`src/sv/rpdc_pkg.sv`:
```
// Shared types and constants of the ramped PWM duty commander.
// Depends on nothing; every module of the block imports it.
package rpdc_pkg;

	typedef struct packed {
		logic [1:0] command;
		logic [7:0] data_byte;
	} request_t;

	typedef struct packed {
		logic [6:0] duty_now;
		logic [6:0] duty_target;
		logic       manual_on;
		logic [1:0] packet_status;
	} result_t;

	// Input command codes
	localparam logic [1:0] CMD_BYTE = 2'd0;
	localparam logic [1:0] CMD_END  = 2'd1;
	localparam logic [1:0] CMD_TICK = 2'd2;

	// Packet status codes
	localparam logic [1:0] STAT_NONE   = 2'd0;
	localparam logic [1:0] STAT_REJECT = 2'd1;
	localparam logic [1:0] STAT_EXEC   = 2'd2;

	// Configuration register indexes
	localparam logic [1:0] CFG_UP_STEP   = 2'd0;
	localparam logic [1:0] CFG_DOWN_STEP = 2'd1;
	localparam logic [1:0] CFG_MAX_DUTY  = 2'd2;
	localparam logic [1:0] CFG_MIN_DUTY  = 2'd3;

	localparam logic [6:0] UP_STEP_RST   = 7'd1;
	localparam logic [6:0] DOWN_STEP_RST = 7'd1;
	localparam logic [6:0] MAX_DUTY_RST  = 7'd100;
	localparam logic [6:0] MIN_DUTY_RST  = 7'd0;
	localparam logic [6:0] DUTY_RST      = 7'd50;

	// Characters and words
	localparam logic [7:0]  CH_DOLLAR   = 8'h24;
	localparam logic [7:0]  CH_CR       = 8'h0D;
	localparam logic [7:0]  CH_P        = 8'h50;
	localparam logic [7:0]  CH_W        = 8'h57;
	localparam logic [7:0]  CH_M        = 8'h4D;
	localparam logic [7:0]  CH_ZERO     = 8'h30;
	localparam logic [7:0]  CH_NINE     = 8'h39;
	localparam logic [47:0] WORD_MANUAL = "manual";
	localparam logic [31:0] WORD_AUTO   = "auto";
	localparam int          MANUAL_LEN  = 6;
	localparam int          AUTO_LEN    = 4;
	localparam int          PWM_LEN     = 5;

	// Leading bytes of a packet kept for decode: '$' plus the longest word
	localparam int HEAD_LEN = 7;

	// Depth of the queue between decode and execution
	localparam int OPQ_DEPTH = 4;

	typedef enum logic [1:0] {
		OP_NONE,
		OP_REJECT,
		OP_EXEC,
		OP_TICK
	} op_kind_t;

	typedef struct packed {
		op_kind_t   kind;
		logic       pwm_ok;
		logic [6:0] pwm_val;
		logic       set_manual;
		logic       set_auto;
	} op_t;

endpackage

```
`src/sv/ramped_pwm_duty_commander_core.sv`:
```
// Ramped PWM duty commander. Requests (packet bytes, end-of-packet marks,
// timer ticks) enter through a queue-style push/full port and each one gives
// exactly one result word on the pop/empty side. The block takes one request
// per clock while full is low and returns one result per clock when pop is
// held and a result is waiting. A request is decoded into the operation queue
// and then executed into the result buffer, both of which are registered. The
// end-of-packet decode works on leading bytes kept in registers, so there is
// no clearing pass after reset. Configuration writes are always ready.
// Depends on rpdc_pkg, rpdc_front, rpdc_opq and rpdc_back.
module ramped_pwm_duty_commander_core #(
	parameter int PACKET_MAX = 16
) (
	input  logic               clk,
	input  logic               arst_n,
	input  logic               push,
	output logic               full,
	input  rpdc_pkg::request_t request,
	output logic               empty,
	input  logic               pop,
	output rpdc_pkg::result_t  result,
	input  logic               cfg_valid,
	output logic               cfg_ready,
	input  logic [1:0]         cfg_index,
	input  logic [6:0]         cfg_data
);
	import rpdc_pkg::*;

	op_t  op_in;
	op_t  op_out;
	logic op_push;
	logic op_full;
	logic op_pop;
	logic op_empty;

	rpdc_front #(
		.PACKET_MAX(PACKET_MAX)
	) u_front (
		.clk     (clk),
		.arst_n  (arst_n),
		.push    (push),
		.full    (full),
		.request (request),
		.op_push (op_push),
		.op      (op_in),
		.op_full (op_full)
	);

	rpdc_opq u_opq (
		.clk    (clk),
		.arst_n (arst_n),
		.push   (op_push),
		.full   (op_full),
		.wdata  (op_in),
		.pop    (op_pop),
		.empty  (op_empty),
		.rdata  (op_out)
	);

	rpdc_back u_back (
		.clk       (clk),
		.arst_n    (arst_n),
		.op_empty  (op_empty),
		.op        (op_out),
		.op_pop    (op_pop),
		.cfg_valid (cfg_valid),
		.cfg_ready (cfg_ready),
		.cfg_index (cfg_index),
		.cfg_data  (cfg_data),
		.result    (result),
		.empty     (empty),
		.pop       (pop)
	);

endmodule

```
`src/sv/rpdc_front.sv`:
```
// Front end: takes request words, collects packet bytes and decodes
// framing and commands at packet end. Uses rpdc_pkg.
module rpdc_front #(
	parameter int PACKET_MAX = 16
) (
	input  logic               clk,
	input  logic               arst_n,
	input  logic               push,
	output logic               full,
	input  rpdc_pkg::request_t request,
	output logic               op_push,
	output rpdc_pkg::op_t      op,
	input  logic               op_full
);
	import rpdc_pkg::*;

	localparam int CW = $clog2(PACKET_MAX + 1);

	logic [CW-1:0] count_q;
	logic          overflow_q;
	logic [7:0]    head_q [HEAD_LEN];
	logic [7:0]    last_q;
	logic [7:0]    prev_q;

	logic          accept;
	logic          is_byte;
	logic          room;
	logic          has_cr;
	logic [CW-1:0] eff_len;
	logic [CW-1:0] ilen;
	logic [7:0]    tail;
	logic          frame_ok;
	logic          is_man;
	logic          is_auto;
	logic          pwm_ok;
	logic [3:0]    tens;
	logic [3:0]    ones;

	assign full    = op_full;
	assign accept  = push && !op_full;
	assign is_byte = request.command == CMD_BYTE;
	assign room    = count_q != CW'(PACKET_MAX);

	always_ff @(posedge clk or negedge arst_n) begin
		if (!arst_n) begin
			count_q    <= '0;
			overflow_q <= 1'b0;
		end else if (accept) begin
			if (is_byte) begin
				if (room) count_q <= count_q + 1'b1;
				else overflow_q <= 1'b1;
			end else if (request.command == CMD_END) begin
				count_q    <= '0;
				overflow_q <= 1'b0;
			end
		end
	end

	// Keep the leading bytes and the last two bytes of the packet
	always_ff @(posedge clk) begin
		if (accept && is_byte && room) begin
			last_q <= request.data_byte;
			prev_q <= last_q;
			if (count_q < CW'(HEAD_LEN)) head_q[count_q[2:0]] <= request.data_byte;
		end
	end

	// Framing: drop one trailing CR, then need "$" + at least one char + "$"
	assign has_cr   = last_q == CH_CR;
	assign eff_len  = count_q - CW'(has_cr);
	assign ilen     = eff_len - CW'(2);
	assign tail     = has_cr ? prev_q : last_q;
	assign frame_ok = !overflow_q && (count_q != '0) && (eff_len > CW'(2)) &&
		(head_q[0] == CH_DOLLAR) && (tail == CH_DOLLAR);

	always_comb begin
		is_man  = ilen <= CW'(MANUAL_LEN);
		is_auto = ilen <= CW'(AUTO_LEN);
		for (int k = 0; k < MANUAL_LEN; k++) begin
			if (CW'(k) < ilen && head_q[k+1] != WORD_MANUAL[47-8*k -: 8]) is_man = 1'b0;
		end
		for (int k = 0; k < AUTO_LEN; k++) begin
			if (CW'(k) < ilen && head_q[k+1] != WORD_AUTO[31-8*k -: 8]) is_auto = 1'b0;
		end
	end

	assign pwm_ok = (ilen == CW'(PWM_LEN)) && head_q[1] == CH_P && head_q[2] == CH_W &&
		head_q[3] == CH_M && head_q[4] >= CH_ZERO && head_q[4] <= CH_NINE &&
		head_q[5] >= CH_ZERO && head_q[5] <= CH_NINE;
	assign tens = head_q[4][3:0];
	assign ones = head_q[5][3:0];

	always_comb begin
		op.pwm_ok     = pwm_ok;
		op.pwm_val    = 7'(tens) * 7'd10 + 7'(ones);
		op.set_manual = is_man;
		op.set_auto   = is_auto;
		case (request.command)
			CMD_BYTE: op.kind = OP_NONE;
			CMD_END:  op.kind = frame_ok ? OP_EXEC : OP_REJECT;
			CMD_TICK: op.kind = OP_TICK;
			default:  op.kind = OP_NONE;
		endcase
	end

	assign op_push = accept;

`ifndef SYNTHESIS
	a_count_bound: assert property (@(posedge clk) disable iff (!arst_n)
		count_q <= CW'(PACKET_MAX))
		else $error("packet byte count past store size");
	a_end_clears: assert property (@(posedge clk) disable iff (!arst_n)
		accept && request.command == CMD_END |=> count_q == '0 && !overflow_q)
		else $error("packet state not cleared at packet end");
	a_overflow_set: assert property (@(posedge clk) disable iff (!arst_n)
		accept && is_byte && !room |=> overflow_q)
		else $error("byte into full store did not mark overflow");
`endif

endmodule

```
`src/sv/rpdc_opq.sv`:
```
// Short queue of decoded operations between the front and back ends.
// Uses rpdc_pkg for the operation type and depth.
module rpdc_opq (
	input  logic          clk,
	input  logic          arst_n,
	input  logic          push,
	output logic          full,
	input  rpdc_pkg::op_t wdata,
	input  logic          pop,
	output logic          empty,
	output rpdc_pkg::op_t rdata
);
	import rpdc_pkg::*;

	localparam int PW = $clog2(OPQ_DEPTH);

	op_t           mem_q [OPQ_DEPTH];
	logic [PW-1:0] wptr_q;
	logic [PW-1:0] rptr_q;
	logic [PW:0]   cnt_q;
	logic          do_push;
	logic          do_pop;

	assign full    = cnt_q == (PW+1)'(OPQ_DEPTH);
	assign empty   = cnt_q == '0;
	assign do_push = push && !full;
	assign do_pop  = pop && !empty;
	assign rdata   = mem_q[rptr_q];

	always_ff @(posedge clk) begin
		if (do_push) mem_q[wptr_q] <= wdata;
	end

	always_ff @(posedge clk or negedge arst_n) begin
		if (!arst_n) begin
			wptr_q <= '0;
			rptr_q <= '0;
			cnt_q  <= '0;
		end else begin
			if (do_push) wptr_q <= wptr_q + 1'b1;
			if (do_pop) rptr_q <= rptr_q + 1'b1;
			cnt_q <= cnt_q + (PW+1)'(do_push) - (PW+1)'(do_pop);
		end
	end

`ifndef SYNTHESIS
	a_cnt_bound: assert property (@(posedge clk) disable iff (!arst_n)
		cnt_q <= (PW+1)'(OPQ_DEPTH))
		else $error("operation queue count past depth");
	a_ptr_gap: assert property (@(posedge clk) disable iff (!arst_n)
		!full && !empty |-> wptr_q != rptr_q)
		else $error("operation queue pointers meet while partly filled");
	a_push_fills: assert property (@(posedge clk) disable iff (!arst_n)
		do_push && !do_pop |=> !empty)
		else $error("operation queue empty after a push");
`endif

endmodule

```
`src/sv/rpdc_back.sv`:
```
// Back end: holds duty state and configuration, executes decoded
// operations and queues result words. Uses rpdc_pkg.
module rpdc_back (
	input  logic              clk,
	input  logic              arst_n,
	input  logic              op_empty,
	input  rpdc_pkg::op_t     op,
	output logic              op_pop,
	input  logic              cfg_valid,
	output logic              cfg_ready,
	input  logic [1:0]        cfg_index,
	input  logic [6:0]        cfg_data,
	output rpdc_pkg::result_t result,
	output logic              empty,
	input  logic              pop
);
	import rpdc_pkg::*;

	logic [6:0] up_q;
	logic [6:0] down_q;
	logic [6:0] max_q;
	logic [6:0] min_q;
	logic [6:0] cur_q;
	logic [6:0] tgt_q;
	logic       man_q;
	logic       trend_q;

	result_t    res_q [2];
	logic       wptr_q;
	logic       rptr_q;
	logic [1:0] cnt_q;

	logic              exec;
	logic              do_pop;
	logic              apply_tgt;
	logic signed [8:0] sweep;
	logic signed [8:0] desired;
	logic signed [8:0] stepped;
	logic signed [8:0] max_s;
	logic signed [8:0] min_s;
	logic [6:0]        tgt_n;
	logic              trend_n;
	logic [6:0]        cur_n;
	logic              man_n;
	logic [1:0]        status;

	assign cfg_ready = 1'b1;

	always_ff @(posedge clk or negedge arst_n) begin
		if (!arst_n) begin
			up_q   <= UP_STEP_RST;
			down_q <= DOWN_STEP_RST;
			max_q  <= MAX_DUTY_RST;
			min_q  <= MIN_DUTY_RST;
		end else if (cfg_valid) begin
			case (cfg_index)
				CFG_UP_STEP:   up_q   <= cfg_data;
				CFG_DOWN_STEP: down_q <= cfg_data;
				CFG_MAX_DUTY:  max_q  <= cfg_data;
				CFG_MIN_DUTY:  min_q  <= cfg_data;
				default:       up_q   <= up_q;
			endcase
		end
	end

	assign exec   = !op_empty && cnt_q != 2'd2;
	assign op_pop = exec;
	assign do_pop = pop && cnt_q != 2'd0;
	assign max_s  = $signed({2'b00, max_q});
	assign min_s  = $signed({2'b00, min_q});

	assign sweep = trend_q ? $signed({2'b00, tgt_q}) - $signed({2'b00, down_q})
		: $signed({2'b00, tgt_q}) + $signed({2'b00, up_q});

	always_comb begin
		tgt_n     = tgt_q;
		trend_n   = trend_q;
		cur_n     = cur_q;
		man_n     = man_q;
		status    = STAT_NONE;
		apply_tgt = 1'b0;
		desired   = $signed({2'b00, op.pwm_val});
		stepped   = $signed({2'b00, cur_q});
		case (op.kind)
			OP_TICK: begin
				apply_tgt = !man_q;
				desired   = sweep;
			end
			OP_EXEC: begin
				apply_tgt = op.pwm_ok && man_q;
				status    = STAT_EXEC;
				if (op.set_manual) man_n = 1'b1;
				if (op.set_auto) man_n = 1'b0;
			end
			OP_REJECT: status = STAT_REJECT;
			default: status = STAT_NONE;
		endcase
		// Clamp the target; hitting a limit turns the sweep around
		if (apply_tgt) begin
			if (desired >= max_s) begin
				tgt_n   = max_q;
				trend_n = 1'b1;
			end else if (desired <= min_s) begin
				tgt_n   = min_q;
				trend_n = 1'b0;
			end else begin
				tgt_n = desired[6:0];
			end
		end
		// Step the current duty toward the target, clamped to the limits only
		if (op.kind == OP_TICK && tgt_n != cur_q) begin
			if (tgt_n > cur_q) stepped = $signed({2'b00, cur_q}) + $signed({2'b00, up_q});
			else stepped = $signed({2'b00, cur_q}) - $signed({2'b00, down_q});
			if (stepped >= max_s) cur_n = max_q;
			else if (stepped <= min_s) cur_n = min_q;
			else cur_n = stepped[6:0];
		end
	end

	always_ff @(posedge clk or negedge arst_n) begin
		if (!arst_n) begin
			cur_q   <= DUTY_RST;
			tgt_q   <= DUTY_RST;
			man_q   <= 1'b0;
			trend_q <= 1'b0;
		end else if (exec) begin
			cur_q   <= cur_n;
			tgt_q   <= tgt_n;
			man_q   <= man_n;
			trend_q <= trend_n;
		end
	end

	always_ff @(posedge clk) begin
		if (exec) res_q[wptr_q] <= '{duty_now: cur_n, duty_target: tgt_n,
			manual_on: man_n, packet_status: status};
	end

	always_ff @(posedge clk or negedge arst_n) begin
		if (!arst_n) begin
			wptr_q <= 1'b0;
			rptr_q <= 1'b0;
			cnt_q  <= 2'd0;
		end else begin
			if (exec) wptr_q <= !wptr_q;
			if (do_pop) rptr_q <= !rptr_q;
			cnt_q <= cnt_q + 2'(exec) - 2'(do_pop);
		end
	end

	assign result = res_q[rptr_q];
	assign empty  = cnt_q == 2'd0;

`ifndef SYNTHESIS
	a_res_bound: assert property (@(posedge clk) disable iff (!arst_n)
		cnt_q != 2'd3)
		else $error("result buffer count past depth");
	a_plain_holds: assert property (@(posedge clk) disable iff (!arst_n)
		exec && (op.kind == OP_NONE || op.kind == OP_REJECT)
		|=> $stable(cur_q) && $stable(tgt_q) && $stable(man_q))
		else $error("duty state moved on a byte or rejected packet");
	a_mode_only_exec: assert property (@(posedge clk) disable iff (!arst_n)
		!(exec && op.kind == OP_EXEC) |=> $stable(man_q))
		else $error("mode changed outside an executed packet");
	a_exec_shows: assert property (@(posedge clk) disable iff (!arst_n)
		exec |=> !empty)
		else $error("executed operation left no result");
`endif

endmodule
```
`config.mk`:
```
export PLATFORM = sky130hd
export DESIGN_NAME = ramped_pwm_duty_commander_core
export DESIGN_NICKNAME = d
export VERILOG_FILES = /design/src/sv/rpdc_pkg.sv /design/src/sv/ramped_pwm_duty_commander_core.sv /design/src/sv/rpdc_front.sv /design/src/sv/rpdc_opq.sv /design/src/sv/rpdc_back.sv
export SDC_FILE = /design/constraint.sdc
export NUM_CORES = 1
export LEC_CHECK = 0
export BUFFER_PORTS_ARGS = -buffer_cell sky130_fd_sc_hd__buf_2
export CORE_MARGIN = 4
export CORE_UTILIZATION = 62
export DETAILED_ROUTE_END_ITERATION = 6
export PLACE_DENSITY = 0.83
export SLEW_MARGIN = 20
export SYNTH_ARGS = -nofsm -noshare
export SYNTH_HDL_FRONTEND = slang
export SYNTH_SLANG_ARGS = --single-unit
```
`constraint.sdc`:
```
create_clock -name clk -period 9.1 [get_ports clk]
set_clock_uncertainty 0.1 [all_clocks]
set_input_delay 0.91 -clock clk [delete_from_list [all_inputs] [get_ports clk]]
set_output_delay 0.91 -clock clk [all_outputs]
set_load 0.02 [all_outputs]
```
# After elaboration in Yosys (flattened, before gate mapping)
# Memories as Yosys holds them, arrays and structs flattened.
# Cells that the tools add are included.
[word_totals] mem_bits_ro=0 mem_bits_rw=138 latchBits=0 regBits=77 memories=3 word_cells=180
[mem_list] name="u_front.head_q" depth=7 width=8 rd=7 rd_ports_with_merged_regs=0 wr=1 line_no="rpdc_front.sv:21" source="logic [7:0] head_q [HEAD_LEN];"
[mem_list] name="u_opq.mem_q" depth=4 width=12 rd=1 rd_ports_with_merged_regs=0 wr=1 line_no="rpdc_opq.sv:17" source="op_t mem_q [OPQ_DEPTH];"
[mem_list] name="u_back.res_q" depth=2 width=17 rd=1 rd_ports_with_merged_regs=0 wr=1 line_no="rpdc_back.sv:28" source="result_t res_q [2];"
[classes] order_cmp=19 multipliers=1 add_sub_neg=14 shifts=0 bitwise_logic=0 eq_ne=31 n_mux=43 n_div=0 n_reduce_logical=51
[op_table] operator="$ne 8x7->1 const B" n=10
[op_table] operator="$mux 7" n=6
[op_table] operator="$mux 9" n=4
[op_table] operator="$logic_and 1x1->1" n=30
[op_table] operator="$mux 1" n=25
[op_table] operator="$eq 8x7->1 const B" n=3
[op_table] operator="$ge 9x8->1" n=2
[op_table] operator="$le 9x8->1" n=2
[op_table] operator="$add 7x7->8" n=2
[op_table] operator="$eq 8x6->1 const B" n=2
[op_table] operator="$ge 8x6->1 const B" n=2
[op_table] operator="$le 8x6->1 const B" n=2
[op_table] operator="$sub 7x7->8" n=2
[op_table] operator="$mux 5" n=3
[op_table] operator="$eq 2x2->1 const B" n=5
[op_table] operator="$le 5x3->1 const B" n=2
[op_table] operator="$lt 1x5->1 const A" n=2
[op_table] operator="$lt 2x5->1 const A" n=2
[op_table] operator="$lt 3x5->1 const A" n=2
[op_table] operator="$reduce_and 3->1" n=3
[op_table] operator="$eq 8x4->1 const B" n=1
[op_table] operator="$mux 8" n=1
[op_table] operator="$pmux 2 s2" n=2
[op_table] operator="$reduce_and 2->1" n=4
[op_table] operator="other kinds (26)" n=40

# Longest topological paths before layout
[depth] depth_word=14 mapped_depth=32 depth_no_buf=29

# Modules after synthesis
# A second synthesis with hierarchy kept.
[unflattened] cells_unflattened=905 area_unflattened_um2=11599.9
[by_module_without_submodules] mod="rpdc_back" area_per_inst_um2=5778.0 seq_area_each_um2=2235.9 cells_each=542 n_inst=1
[by_module_without_submodules] mod="rpdc_front" area_per_inst_um2=3589.7 seq_area_each_um2=2312.2 cells_each=259 n_inst=1
[by_module_without_submodules] mod="rpdc_opq" area_per_inst_um2=2232.1 seq_area_each_um2=1616.6 cells_each=104 n_inst=1

# Worst setup path after synthesis
# OpenSTA, ideal clock, no wires.
[synth_timing] kind="reg-to-reg" startpoint="register u_back.tgt_q[1]" endpoint="memory u_back.res_q[0][13] (netlist name) (data pin)" stages_incl_launch_ff=27 n_path_buf=2 slack_ps=2200 period_less_slack_ps=6900 t_arrival_ps=6535 required_time_ps=8735 path_cell_list="dfstp_2 inv_1 fa_1 nand2b_1 a21oi_1 mux2_2 nor4_1 o21ai_0 ha_1 a221oi_1 o21a_1 buf_6 mux2i_1 o21ai_0 ha_1 a211o_1 a21oi_1 a311o_1 clkbuf_1 mux2i_1 ha_1 and3_1 a31oi_1 nand3_1 a21oi_1 a222oi_1 a221o_1"
[synth_between] elab_chain_cells=14 word_cells_on_any_way=19 cone_classes="2 x add/sub; 5 x order compare; 1 x eq/ne; 10 x mux; 1 x reduce/logical"
[synth_rtl] element="from (decl)" line_no="rpdc_back.sv:24" source="logic [6:0] tgt_q;"
[synth_rtl] element="from (signal assigned)" line_no="rpdc_back.sv:128" source="tgt_q <= tgt_n;"
[synth_rtl] element="$add 7x7->8 / $sub 7x7->8 (equally long branches)" line_no="rpdc_back.sv:73, rpdc_back.sv:72"
[synth_rtl] element="$mux 9 (*)" line_no="rpdc_back.sv:72" source="assign sweep = trend_q ? $signed({2'b00, tgt_q}) - $signed({2'b00, down_q})"
[synth_rtl] element="$mux 9 (*)" line_no="rpdc_back.sv:84" source="case (op.kind)"
[synth_rtl] element="$le 9x8->1" line_no="rpdc_back.sv:103" source="end else if (desired <= min_s) begin"
[synth_rtl] element="$mux 7" line_no="rpdc_back.sv:103"
[synth_rtl] element="$mux 7 (*)" line_no="rpdc_back.sv:100" source="if (desired >= max_s) begin"
[synth_rtl] element="$mux 7 (*)" line_no="rpdc_back.sv:99" source="if (apply_tgt) begin"
[synth_rtl] element="net u_back.tgt_n[4]" line_no="rpdc_back.sv:41" source="logic [6:0] tgt_n;"
[synth_rtl] element="$gt 7x7->1" line_no="rpdc_back.sv:112" source="if (tgt_n > cur_q) stepped = $signed({2'b00, cur_q}) + $signed({2'b00, up_q});"
[synth_rtl] element="$mux 9" line_no="rpdc_back.sv:112"
[synth_rtl] element="$mux 9" line_no="rpdc_back.sv:111" source="if (op.kind == OP_TICK && tgt_n != cur_q) begin"
[synth_rtl] element="$le 9x8->1" line_no="rpdc_back.sv:115" source="else if (stepped <= min_s) cur_n = min_q;"
[synth_rtl] element="$mux 7" line_no="rpdc_back.sv:115"
[synth_rtl] element="$mux 7" line_no="rpdc_back.sv:114" source="if (stepped >= max_s) cur_n = max_q;"
[synth_rtl] element="$mux 7 (*)" line_no="rpdc_back.sv:111"
[synth_rtl] element="net u_back.cur_n[3]" line_no="rpdc_back.sv:43" source="logic [6:0] cur_n;"
[synth_rtl] element="to (decl)" line_no="rpdc_back.sv:28"
# The timed path passes the listed nets; every way through them passes the cells marked *. The select of a mux whose other input is x is not followed.

# Worst setup path in the final report
[layout_timing] startpoint="register u_back.up_q[0]" endpoint="memory u_back.res_q[1][10] (netlist name) (data pin)"
[layout_between] elab_chain_cells=14 word_cells_on_any_way=19 cone_classes="2 x add/sub; 5 x order compare; 1 x eq/ne; 10 x mux; 1 x reduce/logical"
[layout_rtl] element="from (decl)" line_no="rpdc_back.sv:19" source="logic [6:0] up_q;"
[layout_rtl] element="from (signal assigned)" line_no="rpdc_back.sv:57" source="CFG_UP_STEP: up_q <= cfg_data;"
[layout_rtl] element="from (signal assigned)" line_no="rpdc_back.sv:61" source="default: up_q <= up_q;"
[layout_rtl] element="$add 7x7->8 (*)" line_no="rpdc_back.sv:73" source=": $signed({2'b00, tgt_q}) + $signed({2'b00, up_q});"
[layout_rtl] element="$mux 9 (*)" line_no="rpdc_back.sv:72"
[layout_rtl] element="$mux 9 (*)" line_no="rpdc_back.sv:84"
[layout_rtl] element="$le 9x8->1" line_no="rpdc_back.sv:103"
[layout_rtl] element="$mux 7" line_no="rpdc_back.sv:103"
[layout_rtl] element="$mux 7 (*)" line_no="rpdc_back.sv:100"
[layout_rtl] element="$mux 7 (*)" line_no="rpdc_back.sv:99"
[layout_rtl] element="net u_back.tgt_n[4]" line_no="rpdc_back.sv:41"
[layout_rtl] element="$gt 7x7->1" line_no="rpdc_back.sv:112"
[layout_rtl] element="$mux 9" line_no="rpdc_back.sv:112"
[layout_rtl] element="$mux 9" line_no="rpdc_back.sv:111"
[layout_rtl] element="$le 9x8->1" line_no="rpdc_back.sv:115"
[layout_rtl] element="$mux 7" line_no="rpdc_back.sv:115"
[layout_rtl] element="$mux 7" line_no="rpdc_back.sv:114"
[layout_rtl] element="$mux 7 (*)" line_no="rpdc_back.sv:111"
[layout_rtl] element="net u_back.cur_n[0]" line_no="rpdc_back.sv:43"
# Marked as above.

==> load_flow_metrics.sql <==
INSERT INTO impl_metrics (metric_group, metric, value, unit) VALUES
('status', 'result_of_the_run', 'finished, final reports clean', ''),
('yosys', 'yosysMostFrequentCell', 'sky130_fd_sc_hd__edfxtp_1', ''),
('global_route', 'grt_first_pass_wirelength', '42400', 'µm'),
('yosys', 'syn_area_per_cell', '12.3', 'µm²'),
('clock_network', 'htree_num_levels', '1', ''),
('flow_run', 'cap_viol_max_count', '0', ''),
('worst_setup_path', 'worst-path-buf-inv', '1', ''),
('detailed_routing', 'dr.first_iter.drc_count', '595', ''),
('yosys', 'synth_largest_area_cell', 'sky130_fd_sc_hd__edfxtp_1', ''),
('clock_network', 'clk_path_buf_depth', '3', ''),
('clock_network', 'cts.repair_timing.setup_buffer_count', '0', ''),
('global_route', 'grt_use_total', '0.251', ''),
('worst_setup_path', 'worst_endpoint_required_time', '9.22', 'ns'),
('yosys', 'syn_inst', '944', ''),
('detailed_routing', 'vias', '7990', ''),
('yosys', 'yosys-top-cells-count', 'sky130_fd_sc_hd__edfxtp_1 (154), sky130_fd_sc_hd__ha_1 (89), sky130_fd_sc_hd__nand2_1 (63)', ''),
('worst_setup_path', 'timing.critical_path.fanout_max', '15', ''),
('yosys', 'netlist_top_cells_area', 'sky130_fd_sc_hd__edfxtp_1 (40%), sky130_fd_sc_hd__dfrtp_1 (11%), sky130_fd_sc_hd__ha_1 (9.6%), sky130_fd_sc_hd__mux2_2 (4.8%), sky130_fd_sc_hd__dfstp_2 (2.5%)', ''),
('yosys', 'syn_area', '0.0116', 'mm²'),
('yosys', 'post_synth_num_cell_types', '77', ''),
('final_layout', 'finish.utilization', '0.704', ''),
('yosys', 'synth-compound-area-share', '0.108', ''),
('yosys', 'asyncSetResetFlopFracSynth', '0.284', ''),
('clock_network', 'cts_hold_buffers', '0', ''),
('detailed_routing', 'routed_wire_length_per_instance', '21.5', 'µm'),
('global_route', 'vias_in_the_first_global_route', '7953', ''),
('worst_setup_path', 'critical_path.endpoint_type', 'flop', ''),
('timing', 'timing_worst_slew_pin_value', '0.972', 'ns'),
('timing', 'headroom_to_the_max_slew_limit', '0.347', ''),
('clock_network', 'clkTransAtPathRegs', '0.07', 'ns'),
('worst_setup_path', 'cp_slowest_cell', 'sky130_fd_sc_hd__a311o_1', ''),
('die', 'die_w', '145', 'µm'),
('clock_network', 'post_cts_resized', '0', ''),
('timing', 'hold_ws', '0.343', 'ns'),
('final_layout', 'multiInputGateArea', '0.00515', 'mm²'),
('worst_setup_path', 'cpMostUsedCell', 'sky130_fd_sc_hd__ha_1', ''),
('final_layout', 'seq_area', '0.00616', 'mm²'),
('detailed_routing', 'first_pass_iters', '6', ''),
('timing', 'finalWorstPathRequiredPeriod', '8.40', 'ns'),
('die', 'fp.dieArea', '0.0210', 'mm²'),
('yosys', 'synthSimpleGateAreaFrac', '0.127', ''),
('clock_network', 'tritoncts_clock_tree', 'built', ''),
('worst_setup_path', 'setup.worst_path.start_class', 'flop', ''),
('worst_setup_path', 'crit_arrival', '8.51', 'ns'),
('global_route', 'overflow', '0', ''),
('clock_network', 'worst_skew_pair.late_latency', '0.50', 'ns'),
('yosys', 'post_synth_xor_area_fraction', '0.0211', ''),
('die', 'rows', '49', ''),
('yosys', 'synth-edff-count', '154', ''),
('final_layout', 'num_antenna_cells', '0', ''),
('die', 'start_util', '0.638', ''),
('worst_setup_path', 'timing.critical_path.max_delay_family', 'compound AO/OA/AOI/OAI gates', ''),
('place', 'dpl.hpwl', '19400', 'µm'),
('yosys', 'yosys_register_bits', '215', ''),
('final_layout', 'areaGrowthSynthToFinish', '10.2', '%'),
('die', 'floorplan.core_area', '0.0182', 'mm²'),
('detailed_routing', 'detail_route.drc_violations', '0', ''),
('worst_setup_path', 'worst_path_largest_cell_delay', '0.62', 'ns'),
('clock_network', 'clock-root-buffer', 'sky130_fd_sc_hd__clkbuf_16', ''),
('yosys', 'synth_top_area_share', '0.398', ''),
('clock_network', 'tritoncts.num_buffers', '23', ''),
('global_route', 'antenna_found_initial', '0', ''),
('yosys', 'post_synth_mux_area_share', '0.0786', ''),
('final_layout', 'final_layout_size_suffix_gt1_frac', '0.172', ''),
('detailed_routing', 'route.detailed.vias_per_inst', '6.43', ''),
('final_layout', 'layout.filler_cells', '1237', ''),
('clock_network', 'cts_sinks', '215', ''),
('worst_hold_path', 'worst_hold_path_type', 'reg2reg', ''),
('yosys', 'adder_and_majority_cell_fraction_of_the_synthesized_area', '0.108', ''),
('timing', 'grt_setup_unrepaired', 'no', ''),
('yosys', 'main_combinational_cell_family_by_area_after_synthesis', 'simple AND/OR/NAND/NOR gates', '');
## stage by stage
step	std cells	setup WS [ns]	cell area, µm²
floorplan	944	2.20	11600
global placement	1201	1.25	12100
detailed placement	1201	1.05	12100
CTS	1243	0.984	12800
global route	1243	0.142	12800
finish	1243	0.705	12800
## layout make-up
cell class | count | area share
multi-input cells | 650 | 0.402
clock inverters | 15 | 0.0106
inverters | 60 | 0.0176
clock buffers | 27 | 0.0469
well taps | 229 | 0.0224
repair buffers | 47 | 0.0193
flip-flops and latches | 215 | 0.481
## placed cells by master, fill, tap and decap left out, drive strengths merged, types with 14 or more instances in the layout
cell    synthesis  routed
edfxtp        154     154
ha             89      89
nand2          64      64
inv            60      62
nor2           54      54
mux2           50      50
dfrtp          50      50
buf            11      47
o21ai          45      45
a21oi          31      31
clkbuf          8      27
nand3          24      24
xnor2          22      22
nor2b          19      19
a31oi          17      17
nor3           16      16
o21a           14      14
nand2b         14      14
## state kept, by name, indices dropped and copies added (netlist names), 2 cells and up
| register | flops |
|---|---|
| u_opq.mem_q | 48 |
| u_front.prev_q | 8 |
| u_back.min_q | 7 |
| u_back.tgt_q | 7 |
| u_back.max_q | 7 |
| u_front.last_q | 8 |
| u_opq.cnt_q | 3 |
| u_back.up_q | 7 |
| u_back.res_q | 34 |
| u_opq.rptr_q | 2 |
| u_back.cur_q | 7 |
| u_back.cnt_q | 2 |
| u_front.head_q | 56 |
| u_back.down_q | 7 |
| u_opq.wptr_q | 2 |
| u_front.count_q | 5 |
## layer usage
| layer | track usage | vias to the layer above | routed length (µm) |
|---|---|---|---|
| li1 | - | 3685 | - |
| met1 | 0.324 | 3874 | 10600 |
| met2 | 0.432 | 344 | 13200 |
| met3 | 0.0362 | 87 | 1750 |
| met4 | 0.101 | 0 | 1180 |
| met5 | 0 | - | 0 |
## cells by family after synthesis
kind of cell    after synthesis
buf+inv                      79
mux                          70
compound gates              183
flops                       215
simple gates                272
other cells                   1
fa+ha+maj                    96
xor+xnor                     28
## final timing paths
check	startpoint	endpoint	slack [ns]	cells past startpoint
min in group asynchronous	arst_n	u_back.min_q[6]	0.47	2
hold reg to reg	u_front.last_q[6]	u_front.prev_q[6]	0.34	0
setup / recovery	u_back.up_q[0]	u_back.res_q[1][10]	0.70	27
hold / removal	u_front.last_q[6]	u_front.prev_q[6]	0.34	0
max in group asynchronous	arst_n	u_back.cnt_q[1]	7.86	2
setup reg to reg	u_back.up_q[0]	u_back.res_q[1][10]	0.70	27
Power is left out: the tool's default activity adds up to more than one toggle a clock period on the data nets, which glitch-free logic cannot reach.
